--- src/rtl/sdac_pkg.sv ---
package sdac_pkg;

  typedef enum logic [1:0] {
    KIND_WRITE = 2'd0,
    KIND_READ  = 2'd1,
    KIND_TICK  = 2'd2,
    KIND_TC    = 2'd3
  } kind_t;

  typedef enum logic [1:0] {
    PORT_MODE    = 2'd0,
    PORT_CONTROL = 2'd1,
    PORT_FREQ_LO = 2'd2,
    PORT_FREQ_HI = 2'd3
  } port_t;

  typedef enum logic [1:0] {
    MODE_OFF      = 2'd0,
    MODE_CONTROL  = 2'd1,
    MODE_RESERVED = 2'd2,
    MODE_PLAY     = 2'd3
  } mode_sel_t;

  localparam logic [7:0]  DMA_BITS_MASK  = 8'h0C;
  localparam logic [7:0]  MODE_READ_MASK = 8'h77;
  localparam logic [7:0]  MODE_IRQ_BIT   = 8'h08;
  localparam logic [7:0]  MIDSCALE       = 8'd128;
  localparam logic [7:0]  UNKNOWN_READ   = 8'hFF;
  localparam logic [11:0] FREQ_HI_MASK   = 12'hF00;
  localparam logic [11:0] FREQ_LO_MASK   = 12'h0FF;

  typedef struct packed {
    logic [7:0] dma_byte;
    logic       dma_valid;
    logic [7:0] write_data;
    port_t      port_offset;
  } in_item_t;

  typedef struct packed {
    logic [7:0] sample_out;
    logic [7:0] read_data;
  } out_data_t;

  typedef struct packed {
    logic irq_pulse;
    logic sample_valid;
  } out_flags_t;

  function automatic logic dma_bits_on(input logic [7:0] m);
    return (m & DMA_BITS_MASK) == DMA_BITS_MASK;
  endfunction

endpackage

--- src/rtl/sound_dac_register_and_sample_unit_top.sv ---
// Sound DAC register and sample unit. Each transaction on the slave stream is
// one bus access, sample tick or DMA terminal count, selected by s_tuser, and
// gives exactly one result transaction on the master stream. The block takes
// one transaction per cycle while the master side does not stall; a result
// passes through the input and output registers before it is presented on
// the master stream; a stalled master side holds the pipeline through tready.
// The dac_present bit is written on the cfg channel and resets to 1.
module sound_dac_register_and_sample_unit_top (
  input  logic        clk,
  input  logic        rst,
  input  logic        s_tvalid,
  output logic        s_tready,
  // port_offset[1:0], write_data[9:2], dma_valid[10], dma_byte[18:11], zero fill
  input  logic [23:0] s_tdata,
  // kind[1:0]
  input  logic [1:0]  s_tuser,
  output logic        m_tvalid,
  input  logic        m_tready,
  // read_data[7:0], sample_out[15:8]
  output logic [15:0] m_tdata,
  // sample_valid[0], irq_pulse[1]
  output logic [1:0]  m_tuser,
  input  logic        cfg_valid,
  output logic        cfg_ready,
  input  logic        cfg_data
);
  import sdac_pkg::*;

  logic       in_valid;
  in_item_t   in_item;
  kind_t      in_kind;
  logic       advance;

  logic       dac_present;
  logic [7:0] mode_reg;
  logic [7:0] control_reg;
  logic [11:0] rate_divisor;
  logic [2:0] volume_level;
  logic [7:0] held_sample;
  logic       transfer_finished;

  logic [7:0]  mode_reg_next;
  logic [7:0]  control_reg_next;
  logic [11:0] rate_divisor_next;
  logic [2:0]  volume_level_next;
  logic [7:0]  held_sample_next;
  logic        transfer_finished_next;
  out_data_t   result_data;
  out_flags_t  result_flags;
  logic        playing;
  logic        mode_check;

  out_data_t   out_data;
  out_flags_t  out_flags;

  assign cfg_ready = 1'b1;
  assign advance   = in_valid && (!m_tvalid || m_tready);
  assign s_tready  = !in_valid || advance;
  assign playing   = dac_present && dma_bits_on(mode_reg);

  always_ff @(posedge clk) begin
    if (rst) begin
      in_valid <= 1'b0;
    end else if (s_tready) begin
      in_valid <= s_tvalid;
    end
    if (s_tvalid && s_tready) begin
      in_item <= in_item_t'(s_tdata[18:0]);
      in_kind <= kind_t'(s_tuser);
    end
  end

  always_comb begin
    mode_reg_next          = mode_reg;
    control_reg_next       = control_reg;
    rate_divisor_next      = rate_divisor;
    volume_level_next      = volume_level;
    held_sample_next       = held_sample;
    transfer_finished_next = transfer_finished;
    result_data            = '0;
    result_flags           = '0;
    mode_check             = 1'b0;
    case (in_kind)
      KIND_WRITE: begin
        case (in_item.port_offset)
          PORT_MODE: begin
            mode_reg_next = in_item.write_data;
            mode_check = (in_item.write_data[1:0] != mode_reg[1:0]) ||
                         (dma_bits_on(in_item.write_data) && !dma_bits_on(mode_reg));
            if (mode_check && mode_sel_t'(in_item.write_data[1:0]) == MODE_PLAY &&
                rate_divisor != '0 && dma_bits_on(in_item.write_data)) begin
              transfer_finished_next = 1'b0;
            end
          end
          PORT_CONTROL: begin
            if (mode_sel_t'(mode_reg[1:0]) == MODE_CONTROL) begin
              control_reg_next = in_item.write_data;
            end
          end
          PORT_FREQ_LO: begin
            rate_divisor_next = (rate_divisor & FREQ_HI_MASK) | {4'd0, in_item.write_data};
          end
          default: begin
            rate_divisor_next = (rate_divisor & FREQ_LO_MASK) |
                                {in_item.write_data[3:0], 8'd0};
            volume_level_next = in_item.write_data[7:5];
          end
        endcase
        if ((in_item.port_offset == PORT_FREQ_LO || in_item.port_offset == PORT_FREQ_HI) &&
            mode_sel_t'(mode_reg[1:0]) == MODE_PLAY && rate_divisor_next != '0 &&
            dma_bits_on(mode_reg)) begin
          transfer_finished_next = 1'b0;
        end
      end
      KIND_READ: begin
        case (in_item.port_offset)
          PORT_MODE:    result_data.read_data = mode_reg & MODE_READ_MASK & ~MODE_IRQ_BIT;
          PORT_FREQ_LO: result_data.read_data = rate_divisor[7:0];
          PORT_FREQ_HI: result_data.read_data = {volume_level, 1'b0, rate_divisor[11:8]};
          default:      result_data.read_data = UNKNOWN_READ;
        endcase
      end
      KIND_TICK: begin
        result_flags.sample_valid = 1'b1;
        if (playing) begin
          if (!transfer_finished && in_item.dma_valid) begin
            held_sample_next = in_item.dma_byte;
          end
          result_data.sample_out = held_sample_next;
        end else begin
          result_data.sample_out = held_sample;
          if (held_sample > MIDSCALE) begin
            held_sample_next = held_sample - 8'd1;
          end else if (held_sample < MIDSCALE) begin
            held_sample_next = held_sample + 8'd1;
          end
        end
      end
      default: begin
        transfer_finished_next = 1'b1;
        result_flags.irq_pulse = 1'b1;
      end
    endcase
  end

  always_ff @(posedge clk) begin
    if (rst) begin
      dac_present       <= 1'b1;
      mode_reg          <= '0;
      control_reg       <= '0;
      rate_divisor      <= '0;
      volume_level      <= '0;
      held_sample       <= MIDSCALE;
      transfer_finished <= 1'b0;
      m_tvalid          <= 1'b0;
    end else begin
      if (cfg_valid && cfg_ready) begin
        dac_present <= cfg_data;
      end
      if (advance) begin
        mode_reg          <= mode_reg_next;
        control_reg       <= control_reg_next;
        rate_divisor      <= rate_divisor_next;
        volume_level      <= volume_level_next;
        held_sample       <= held_sample_next;
        transfer_finished <= transfer_finished_next;
        m_tvalid          <= 1'b1;
      end else if (m_tready) begin
        m_tvalid <= 1'b0;
      end
    end
    if (advance) begin
      out_data  <= result_data;
      out_flags <= result_flags;
    end
  end

  assign m_tdata = out_data;
  assign m_tuser = out_flags;

  property p_tc_sets_finished;
    @(posedge clk) disable iff (rst)
      advance && in_kind == KIND_TC |=> transfer_finished && m_tvalid && m_tuser[1];
  endproperty
  a_tc_sets_finished: assert property (p_tc_sets_finished)
    else $error("Terminal count did not set transfer_finished with an irq result.");

  property p_one_flag;
    @(posedge clk) disable iff (rst)
      m_tvalid |-> !(m_tuser[0] && m_tuser[1]);
  endproperty
  a_one_flag: assert property (p_one_flag)
    else $error("Result carries both sample and irq flags.");

  property p_sample_zero;
    @(posedge clk) disable iff (rst)
      m_tvalid && !m_tuser[0] |-> m_tdata[15:8] == 8'd0;
  endproperty
  a_sample_zero: assert property (p_sample_zero)
    else $error("Nonzero sample on a result that is not a tick.");

  property p_decay;
    @(posedge clk) disable iff (rst)
      advance && in_kind == KIND_TICK && !playing && held_sample > MIDSCALE
      |=> held_sample == 8'($past(held_sample) - 8'd1);
  endproperty
  a_decay: assert property (p_decay)
    else $error("Held sample did not step down toward midscale.");

endmodule

--- config.mk ---
export PLATFORM = sky130hd
export DESIGN_NAME = sound_dac_register_and_sample_unit_top
export DESIGN_NICKNAME = d
export VERILOG_FILES = /design/src/rtl/sdac_pkg.sv /design/src/rtl/sound_dac_register_and_sample_unit_top.sv
export SDC_FILE = /design/constraint.sdc
export NUM_CORES = 1
export LEC_CHECK = 0
export BUFFER_PORTS_ARGS = -buffer_cell sky130_fd_sc_hd__buf_4
export CAP_MARGIN = 20
export CORE_ASPECT_RATIO = 0.6
export CORE_UTILIZATION = 24
export DETAILED_ROUTE_END_ITERATION = 10
export GPL_TIMING_DRIVEN = 0
export PLACE_DENSITY = 0.4
export SLEW_MARGIN = 20
export SYNTH_ARGS = -nofsm -noshare
export SYNTH_HDL_FRONTEND = slang
export SYNTH_SLANG_ARGS = --single-unit
export TNS_END_PERCENT = 5
--- constraint.sdc ---
create_clock -name clk -period 2.2 [get_ports clk]
set_input_delay 0.44 -clock clk [delete_from_list [all_inputs] [get_ports clk]]
set_output_delay 0.44 -clock clk [all_outputs]
set_load 0.02 [all_outputs]
==> results of run 1 <==
==> cell usage in the layout, fill, tap and decap left out, types with 3 or more instances in the layout <==
cell       count
inv_1          6
o22a_1         4
o32a_1         4
nand2_1       55
nor3_1         7
buf_2          6
bufinv_16      3
a21oi_1       27
buf_4         47
nor2b_1        6
mux2i_1        7
ha_1           6
o211ai_1       3
nand4_1        3
o21ai_0        9
edfxtp_1      39
and3_1         4
clkbuf_1       9
dfxtp_1       30
a31oi_1        4
mux2_2         5
nor4_1         4
nor2_1        24
nand2b_1       6
clkbuf_16      9
a21boi_0      10
nand3_1       21
dfxtp_2        3
o221a_2        5
==> power groups by stage <==
stage                     logic (µW)  registers, µW  clock network, µW
after floorplan                 98.5           1560                  0
after global placement           218           1550                  0
after detailed placement         218           1550                  0
final                            217           1520               1740
after global routing             237           1530               1830
after CTS                        219           1520               1780
==> path summary, 6_finish.rpt <==
| path | start | end | slack, ns |
|---|---|---|---|
| worst min-delay path | s_tdata[9] | in_item[9] | 0.27 |
| worst max-delay path | held_sample[1] | held_sample[7] | -0.27 |
| worst min register to register | mode_reg[6] | mode_reg[6] | 0.46 |
| worst max register to register | held_sample[1] | held_sample[7] | -0.27 |
==> cells by family (layout without fill, tap and decap cells) <==
logic type | after synthesis | count (layout) | synth area share (%)
buffers and inverters | 24 | 86 | 2.90
and+or+nand+nor | 138 | 138 | 18.6
muxes | 12 | 12 | 3.62
DFF | 73 | 73 | 53.0
AOI/OAI and AO/OA | 87 | 87 | 17.6
xor gates and xnor gates | 3 | 3 | 0.753
adders and majority gates | 9 | 9 | 3.44
other | 1 | 2 | 0.107
==> stage by stage <==
stage          cells  cell area [µm²]
6_report         602             4510
5_1_grt          601             4510
4_1_cts          601             4500
3_5_place_dp     584             4110
3_3_place_gp     584             4110
2_1_floorplan    347             3530
==> worst reg2reg max path, stage by stage, from the launching register on <==
cell and delay [ns]:
dfxtp_4 0.37, nor4_4 0.36, nand2_2 0.14, o21ai_4 0.17
inv_4 0.09, ha_4 0.23, a211oi_4 0.27, o21bai_1 0.11
a22oi_2 0.24, and3b_1 0.21, o22a_1 0.16
==> cells in the mapped netlist (2+ instances only) <==
cell type / number / share of area (%)
o22a_1: 4 / 1.0
buf_2: 6 / 0.86
a31oi_1: 4 / 0.72
inv_1: 6 / 0.64
clkbuf_1: 9 / 0.97
nor4_1: 4 / 0.72
nand2_1: 55 / 5.9
o211ai_1: 3 / 0.64
edfxtp_1: 39 / 34
ha_1: 8 / 2.9
nand2b_1: 6 / 1.1
a211oi_1: 3 / 0.64
o21ai_0: 11 / 1.6
a21o_2: 2 / 0.50
o221a_2: 5 / 1.6
nor2b_1: 6 / 1.1
and2_1: 3 / 0.54
a21boi_0: 10 / 2.1
and3_1: 4 / 0.72
dfxtp_1: 34 / 19
nor3_1: 7 / 1.0
nand4_1: 3 / 0.54
a21oi_1: 28 / 4.0
mux2_2: 5 / 1.6
xor2_1: 2 / 0.50
mux2i_1: 7 / 2.0
nand3_1: 22 / 3.2
nor2_1: 24 / 2.6
o32a_1: 4 / 1.1
a41oi_1: 2 / 0.50
==> what timing repair did <==
| item | CTS | global route |
|---|---|---|
| resized for setup | 8 | 2 |
| pin swaps | 3 | 1 |
| hold endpoints to repair | 0 | 0 |
| gates cloned | 0 | 0 |
| setup buffers | 1 | 0 |
| endpoints found under the setup margin | 6 | 14 |
==> final cells by class <==
class	instances	area [µm²]
diodes	1	2.50
plain buffers	17	75.1
clock buffers	10	239
clock inverters	6	114
fillers	1442	9410
inverters	7	28.8
multi-input cells	250	1600
flip-flops and latches	73	1860
well taps	192	240
repair buffers	46	345
==> layer usage <==
metal	vias to the layer above	track usage, %	wire, µm
met1	1330	23.3	5630
met2	118	16.5	3450
met4	0	4.61	76
met3	9	4.36	916
met5	-	0	0
li1	1391	-	-
==> flow_summary.toml, run 1 <==
[finish]
layout-drive-gt1-share_pct = 24.7
nets = 445
final_core_util_pct = 32.4
largest-register = "in_item"
largest_reg_flops = 19
area_growth_pct = 29.1

[logic_synthesis]
synthArstFlopShare_pct = 0
syn-num-nets = 388
synth_area_mm2 = 0.00349
synth.ff_latch_count = 73
yosysSeqAreaShare_pct = 53.0
yosysWarnings = 0
syn_avg_cell_area_um2 = 10.1
synth_cell_types = 51
syn_inst = 347
synth_ff_type = "edfxtp_1"
synth_edf_count = 39

[routing]
drc = 0
via_per_inst = 4.73
drt_first_pass_iters = 4
vias = 2848
wl_per_cell_um = 16.7
ant_nets = 0
drt_wl_total_um = 10100
drt_iter0_drc = 356

[clocking]
htree_levels = 3
cts_tree = "yes"
cts_root_buffer = "clkbuf_16"
cts_hold_buf = 0
cts_buffers = 9
clock_path_buffers = 2
cts.sinks = 73
path_clk_slew_ns = 0.06
clk_latency_ns = 0.34

[worst_setup_path]
max_stage_delay_ns = 0.37
required_ns = 2.43
start_kind = "register"
cpLargestDelayFamily = "compound AO/OA/AOI/OAI gates"
cp_num_buf_inv = 1
ff2ff_path_depth = 10
cp_cell_sequence = "nor4_4 > nand2_2 > o21ai_4 > inv_4 > ha_4 > a211oi_4 > o21bai_1 > a22oi_2 > and3b_1 > o22a_1"
end_kind = "register"
critical_path_arrival_ns = 2.69
slowest_stage = "dfxtp_4"
path_depth = 10
cp_max_fo = 6
path_class = "reg -> reg"

[placed_design]
dp_hpwl_um = 7470
routabilityCongestion = 0.831
post-place-ws_ns = -0.423
port_buffers = 45

[pwr]
p_int_uw = 2720
power.switching_uw = 760
finalPower_uw = 3480
ir_drop_uv = 331
seq_power_share_pct = 43.7
combinationalPowerShare_pct = 6.2
clkPwrFrac_pct = 50.0
power_leakage_uw = 0.00166
switching_share_pct = 21.9
power.density_mw_per_mm2 = 771

[sta]
timing.final.ws_setup_ns = -0.266
fin_skew_ns = 0.00827
final.setup.tns_ns = -0.699
setup_viol = 5
rsz0062_at_grt = "yes"
whs_ns = 0.271
fmax_mhz = 406
finalMaxSlewViolations = 0
hold_viol = 0
relSlewSlack_pct = 33.8
fin_crit_sh_pct = 112
finalCriticalPeriod_ns = 2.47
tightest_slew_ns = 0.992

[hold_path]
hold_path.class = "in -> reg"
whs_path_depth = 1

[die]
ios = 53
core-area_mm2 = 0.0139
initial_utilization_pct = 25.1
die_area_mm2 = 0.0151
die_h_um = 95.4
die_x_um = 158
rows = 33

[status]
status = "finished, violations left"
violations = "setup timing"

[grt]
grt_pass1_vias = 2675
antenna_found_initial = 0
grt.overflow.total = 0
grt_pass1_wl_um = 15600
grt_max_degree = 22
grt_usage_pct = 14.3

[run]
drv_cap = 0
Note: power is estimated with default switching activity, not from simulation.
==> inputs of run 2 (changes only) <==
--- a/config.mk
+++ b/config.mk
@@ -8,6 +8,7 @@
 export BUFFER_PORTS_ARGS = -buffer_cell sky130_fd_sc_hd__buf_4
 export CAP_MARGIN = 20
 export CORE_ASPECT_RATIO = 0.6
+export CORE_MARGIN = 2
 export CORE_UTILIZATION = 24
 export DETAILED_ROUTE_END_ITERATION = 10
 export GPL_TIMING_DRIVEN = 0
==> run 2 against run 1 <==
Compared with the run above:
- the flow still finishes with violations (setup timing)
- register-to-register slack barely moved
- via count down 0.35%
- global-route usage decreased by 0.63 points
- worst hold slack improved by 0.0071 ns
- critical path depth unchanged
- clock skew fell by 0.00073 ns
- flip-flop and latch count unchanged
- worst setup slack worse by 0.0014 ns
- clock power shrank 22%
- utilization down 1.4 points
- non-clock buffer count increased by 1
- critical endpoint unchanged
==> flow_summary.toml, run 2 (same netlist as run 1, synthesis figures left out) <==
[routing]
wl_per_cell_um = 17.1
vias = 2838
drt_iter0_drc = 233
drt_first_pass_iters = 5
drc = 0
ant_nets = 0
drt_wl_total_um = 10400
via_per_inst = 4.67

[clocking]
cts_root_buffer = "clkbuf_16"
cts_buffers = 9
path_clk_slew_ns = 0.06
cts_tree = "yes"
htree_levels = 3
clk_latency_ns = 0.34
cts.sinks = 73
clock_path_buffers = 2
cts_hold_buf = 0

[placed_design]
routabilityCongestion = 0.894
port_buffers = 45
dp_hpwl_um = 7540
post-place-ws_ns = -0.362

[worst_setup_path]
end_kind = "register"
setup.worst_path.end = "held_sample[7]"
path_class = "reg -> reg"
regToRegStartpoint = "held_sample[1]"
cp_max_fo = 6
ff2ff_setup_slack_ns = -0.27
critical_path_arrival_ns = 2.69
worstSetupStartpoint = "held_sample[1]"
required_ns = 2.43
worstReg2RegEnd = "held_sample[7]"
start_kind = "register"
ff2ff_path_depth = 10

[status]
status = "finished, violations left"
violations = "setup timing"

[grt]
grt_pass1_wl_um = 16200
grt_pass1_vias = 2835
top_usage_layer = "met1"
antenna_found_initial = 0
grt_usage_pct = 13.7
grt.overflow.total = 0
use_met1_pct = 21.8
grt_max_degree = 22
use_met3_pct = 4.95
use_met2_pct = 16.6

[finish]
layout-drive-gt1-share_pct = 25.1
layout_common_cells = "55 x nand2_1, 48 x buf_4, 39 x edfxtp_1"
largest-register = "in_item"
largest_reg_flops = 19
area_growth_pct = 27.1
diodes = 0
nets = 446
fillerInstances = 1520
final_common_cell = "nand2_1"

[hold_path]
hold_path.class = "in -> reg"

[die]
ios = 53
initial_utilization_pct = 24.4
die_x_um = 160
rows = 34
die_h_um = 97.4
die_area_mm2 = 0.0156
core-area_mm2 = 0.0143

[sta]
fmax_mhz = 405
finalCriticalPeriod_ns = 2.47
relSlewSlack_pct = 32.4
timing.final.ws_setup_ns = -0.267
fin_crit_sh_pct = 112
hold_viol = 0
setup_viol = 6
finalMaxSlewViolations = 0
fin_skew_ns = 0.00754
rsz0062_at_grt = "yes"
tightest_slew_ns = 1.01

[pwr]
finalPower_uw = 3100
ir_drop_uv = 346
power_leakage_uw = 0.00164
power.density_mw_per_mm2 = 698

[run]
drv_cap = 0
## run 2: cell types whose count changed in the layout (fill, tap and decap cells not counted), sizes merged
cell,previous run,this run
diode,1,0
buf,54,55
clkinvlp,2,1
clkinv,0,5
bufinv,3,0
clkbuf,19,18
## run 2: routing by layer
layer / share of wire (%) / wire length [µm]
met4: 0.42 / 44
met2: 36 / 3790
met5: 0 / 0
met1: 56 / 5790
met3: 7.4 / 767
## run 2: worst max-delay path, stage by stage, from the launching register on
cell	delay, ns
dfxtp_2	0.36
nor4_4	0.38
nand2_2	0.13
o21ai_4	0.17
inv_4	0.09
ha_4	0.23
a211oi_4	0.27
o21bai_1	0.13
a22oi_2	0.23
and3b_1	0.22
o22a_1	0.15
## run 2: area by class of cell
cell class	instances	area (µm²)	area share (%)
sequential	73	1860	41.9
multi-input combinational	250	1610	36.2
timing repair buffer	47	353	7.95
tap	198	248	5.58
clock buffer	9	225	5.07
buffer	17	75.1	1.69
clock inverter	7	45.0	1.01
inverter	7	28.8	0.648
## run 2: worst min path at each step
stage,from,cells after the start,end
3_3_place_gp,mode_reg[4],2,mode_reg[4]
3_5_place_dp,mode_reg[6],2,mode_reg[6]
5_1_grt,s_tdata[13],1,in_item[13]
2_1_floorplan,mode_reg[5],2,mode_reg[5]
6_report,s_tdata[13],1,in_item[13]
4_1_cts,s_tdata[13],1,in_item[13]
## run 2: power by group
part	switching, µW	leakage (µW)	total, µW	internal, µW
clock	597	0.000135	1360	761
sequential	34.3	0.000653	1520	1480
combinational	130	0.000848	220	89.9
## run 2: through the flow
| stage | hold WS (ns) | utilization (%) | setup TNS, ns | cell area, µm² | std cells |
|---|---|---|---|---|---|
| after global placement | 0.447 | 28.7 | -1.27 | 4110 | 590 |
| final | 0.278 | 31.0 | -0.714 | 4440 | 608 |
| after floorplan | 0.434 | - | 0 | 3530 | 347 |
| after global routing | 0.264 | 31.0 | -2.00 | 4440 | 608 |
| after detailed placement | 0.454 | 28.7 | -1.31 | 4110 | 590 |
| after CTS | 0.268 | 30.8 | -0.565 | 4420 | 608 |
## run 2: repair_timing
item,CTS,global route
setup endpoints to repair,6,15
resized for setup,6,5
pin swaps,3,0
buffers inserted,2,0
==> inputs of run 3 (changes only) <==
--- a/config.mk
+++ b/config.mk
@@ -5,6 +5,7 @@
 export SDC_FILE = /design/constraint.sdc
 export NUM_CORES = 1
 export LEC_CHECK = 0
+export ABC_AREA = 1
 export BUFFER_PORTS_ARGS = -buffer_cell sky130_fd_sc_hd__buf_4
 export CAP_MARGIN = 20
 export CORE_ASPECT_RATIO = 0.6
==> run 3 against run 2 <==
Compared with the run above:
- the run now ends clean
- worst hold slack worse by 0.0051 ns
- flip-flop and latch count unchanged
- total power up 3.9%
- critical path depth up 8
- global-route usage up 0.067 points
- via count up 3.0%
- worst setup slack better by 0.30 ns
- wire length down 2.3%
- synthesized area down 1.6%
- register-to-register slack better by 0.30 ns
- combinational power up 19%
- critical path type unchanged
==> flow_summary.toml, run 3 <==
[logic_synthesis]
syn_avg_cell_area_um2 = 8.61
synth_ff_type = "edfxtp_1"
synth_edf_count = 39
synth.ff_latch_count = 73
syn_inst = 399
yosysSeqAreaShare_pct = 53.9
yosysMostFrequentCell = "nand2_1"
synth_area_leaders = "edfxtp_1 34%, dfxtp_1 20%, a21oi_1 8.4%"
synth_area_mm2 = 0.00344
synth_adder_area_share_pct = 3.50
synth_xor_area_share_pct = 0
synth_top_family_by_area = "simple AND/OR/NAND/NOR gates"
yosys.area.top_type = "edfxtp_1"
synth_compound_area_share_pct = 17.2
yosys.area_share.simple_pct = 17.3
yosysWarnings = 0
syn-num-nets = 440
synth_cell_types = 33
synthArstFlopShare_pct = 0
yosysTopAreaCellShare_pct = 34.1
muxShareOfSynthArea_pct = 0
ys_top_cells_by_count = "75 x nand2_1, 58 x a21oi_1, 49 x inv_1, 39 x edfxtp_1, 37 x o21ai_0"

[finish]
nets = 508
largest-register = "in_item"
layout_common_cells = "73 x nand2_1, 59 x buf_4, 58 x a21oi_1"
area_growth_pct = 29.1
largest_reg_flops = 19
diodes = 0
final_common_cell = "nand2_1"
layout-drive-gt1-share_pct = 22.7

[die]
core-area_mm2 = 0.0138
ios = 53
die_area_mm2 = 0.0153
die_h_um = 96.7
die_x_um = 158
rows = 33
initial_utilization_pct = 24.8

[pwr]
power.density_mw_per_mm2 = 725
power_leakage_uw = 0.00188
ir_drop_uv = 311

[hold_path]
whs_path_depth = 1
hold_path.class = "in -> reg"

[worst_setup_path]
cp_num_buf_inv = 7
ff2ff_setup_slack_ns = 0.03
cp_cell_sequence = "inv_1 > nand2_1 > nor2_1 > nand2_2 > nand2_4 > buf_4 > buf_4 > buf_4 > buf_4 > buf_4 > buf_4 > nand2_2 > nand3_1 > nand2_1 > nand2_1 > nand3_1 > nand3_1 > a21oi_1"
slowest_stage = "dfxtp_2"
ff2ff_path_depth = 18
required_ns = 2.46
cpLargestDelayFamily = "buffers and inverters"
path_depth = 18
end_kind = "register"
cp_max_fo = 4
crit_top_cell = "buf_4"
start_kind = "register"
max_stage_delay_ns = 0.40
path_class = "reg -> reg"
critical_path_arrival_ns = 2.43

[sta]
timing.final.ws_setup_ns = 0.0307
setup_viol = 0
relSlewSlack_pct = 35.3
tightest_slew_ns = 0.969
hold_viol = 0
finalCriticalPeriod_ns = 2.17
rsz0062_at_grt = "yes"
whs_ns = 0.273
fmax_mhz = 461
finalMaxSlewViolations = 0
fin_skew_ns = 0.00768
fin_crit_sh_pct = 98.6

[routing]
drt_first_pass_iters = 5
via_per_inst = 4.40
vias = 2922
wl_per_cell_um = 15.3
ant_nets = 0
drc = 0
drt_wl_total_um = 10100
drt_iter0_drc = 299

[grt]
antenna_found_initial = 0
grt_pass1_vias = 2628
grt_pass1_wl_um = 15500
grt_max_degree = 22
grt_usage_pct = 13.7
grt.overflow.total = 0

[placed_design]
dp_hpwl_um = 7570
post-place-ws_ns = -0.208
port_buffers = 45
routabilityCongestion = 0.894

[clocking]
clock_path_buffers = 2
htree_levels = 3
cts_root_buffer = "clkbuf_16"
cts_tree = "yes"
clk_latency_ns = 0.34
path_clk_slew_ns = 0.06
cts_buffers = 9
cts_hold_buf = 0
cts.sinks = 73

[status]
status = "finished clean"

[run]
drv_cap = 0
run 3: cell count changes in the layout (fill, tap and decap cells not counted), moves of 11 or more:
| cell | before | now |
|---|---|---|
| a21oi_1 | 27 | 58 |
| buf_4 | 48 | 59 |
| inv_1 | 6 | 45 |
| nand2_1 | 55 | 73 |
| nand3_1 | 21 | 8 |
| o21ai_0 | 9 | 36 |
run 3: what timing repair did:
item / in CTS / in global routing
gates resized for setup: 6 / 13
endpoints found under the setup margin: 3 / 7
pin swaps: 1 / 2
buffers inserted: 9 / 3
run 3: cell families after synthesis:
family	count (synthesis)
simple gates	140
compound gates	111
buf+inv	65
fa+ha+maj	9
flops	73
other cells	1
run 3: worst paths after layout:
check / start / to
hold / removal: s_tdata[0] / in_item[0]
setup / recovery: held_sample[2] / held_sample[6]
setup reg to reg: held_sample[2] / held_sample[6]
hold reg to reg: dac_present / dac_present
run 3: area by class of cell:
class | instances | area, µm²
plain buffers | 12 | 77.6
clock buffers | 9 | 225
clock inverters | 7 | 61.3
fillers | 1481 | 9400
inverters | 53 | 203
multi-input cells | 261 | 1340
flip-flops and latches | 73 | 1860
well taps | 192 | 240
repair buffers | 57 | 428
run 3: per-layer routing:
layer | GRT usage, % | up-vias | part of all wire (%)
met1 | 23.3 | 1325 | 56
met2 | 14.3 | 113 | 32
met3 | 5.42 | 10 | 9.9
met4 | 4.57 | 0 | 1.4
met5 | 0 | - | 0
li1 | - | 1474 | -
run 3: through the flow:
| stage | area (µm²) | TNS, ns | power [µW] | utilization, % | cells |
|---|---|---|---|---|---|
| 2_1_floorplan | 3440 | 0 | 1690 | - | 399 |
| 3_5_place_dp | 4010 | -1.05 | 1810 | 29.0 | 636 |
| 5_1_grt | 4440 | -0.327 | 3350 | 32.1 | 664 |
| 6_report | 4440 | 0 | 3220 | 32.1 | 664 |
| 3_3_place_gp | 4010 | -0.824 | 1810 | 29.0 | 636 |
| 4_1_cts | 4370 | 0 | 3260 | 31.6 | 661 |
run 3: where the power goes:
part | switching (µW) | internal, µW | total, µW
sequential | 29.5 | 1490 | 1520
clock | 573 | 863 | 1440
combinational | 163 | 98.2 | 261
total | 766 | 2450 | 3220
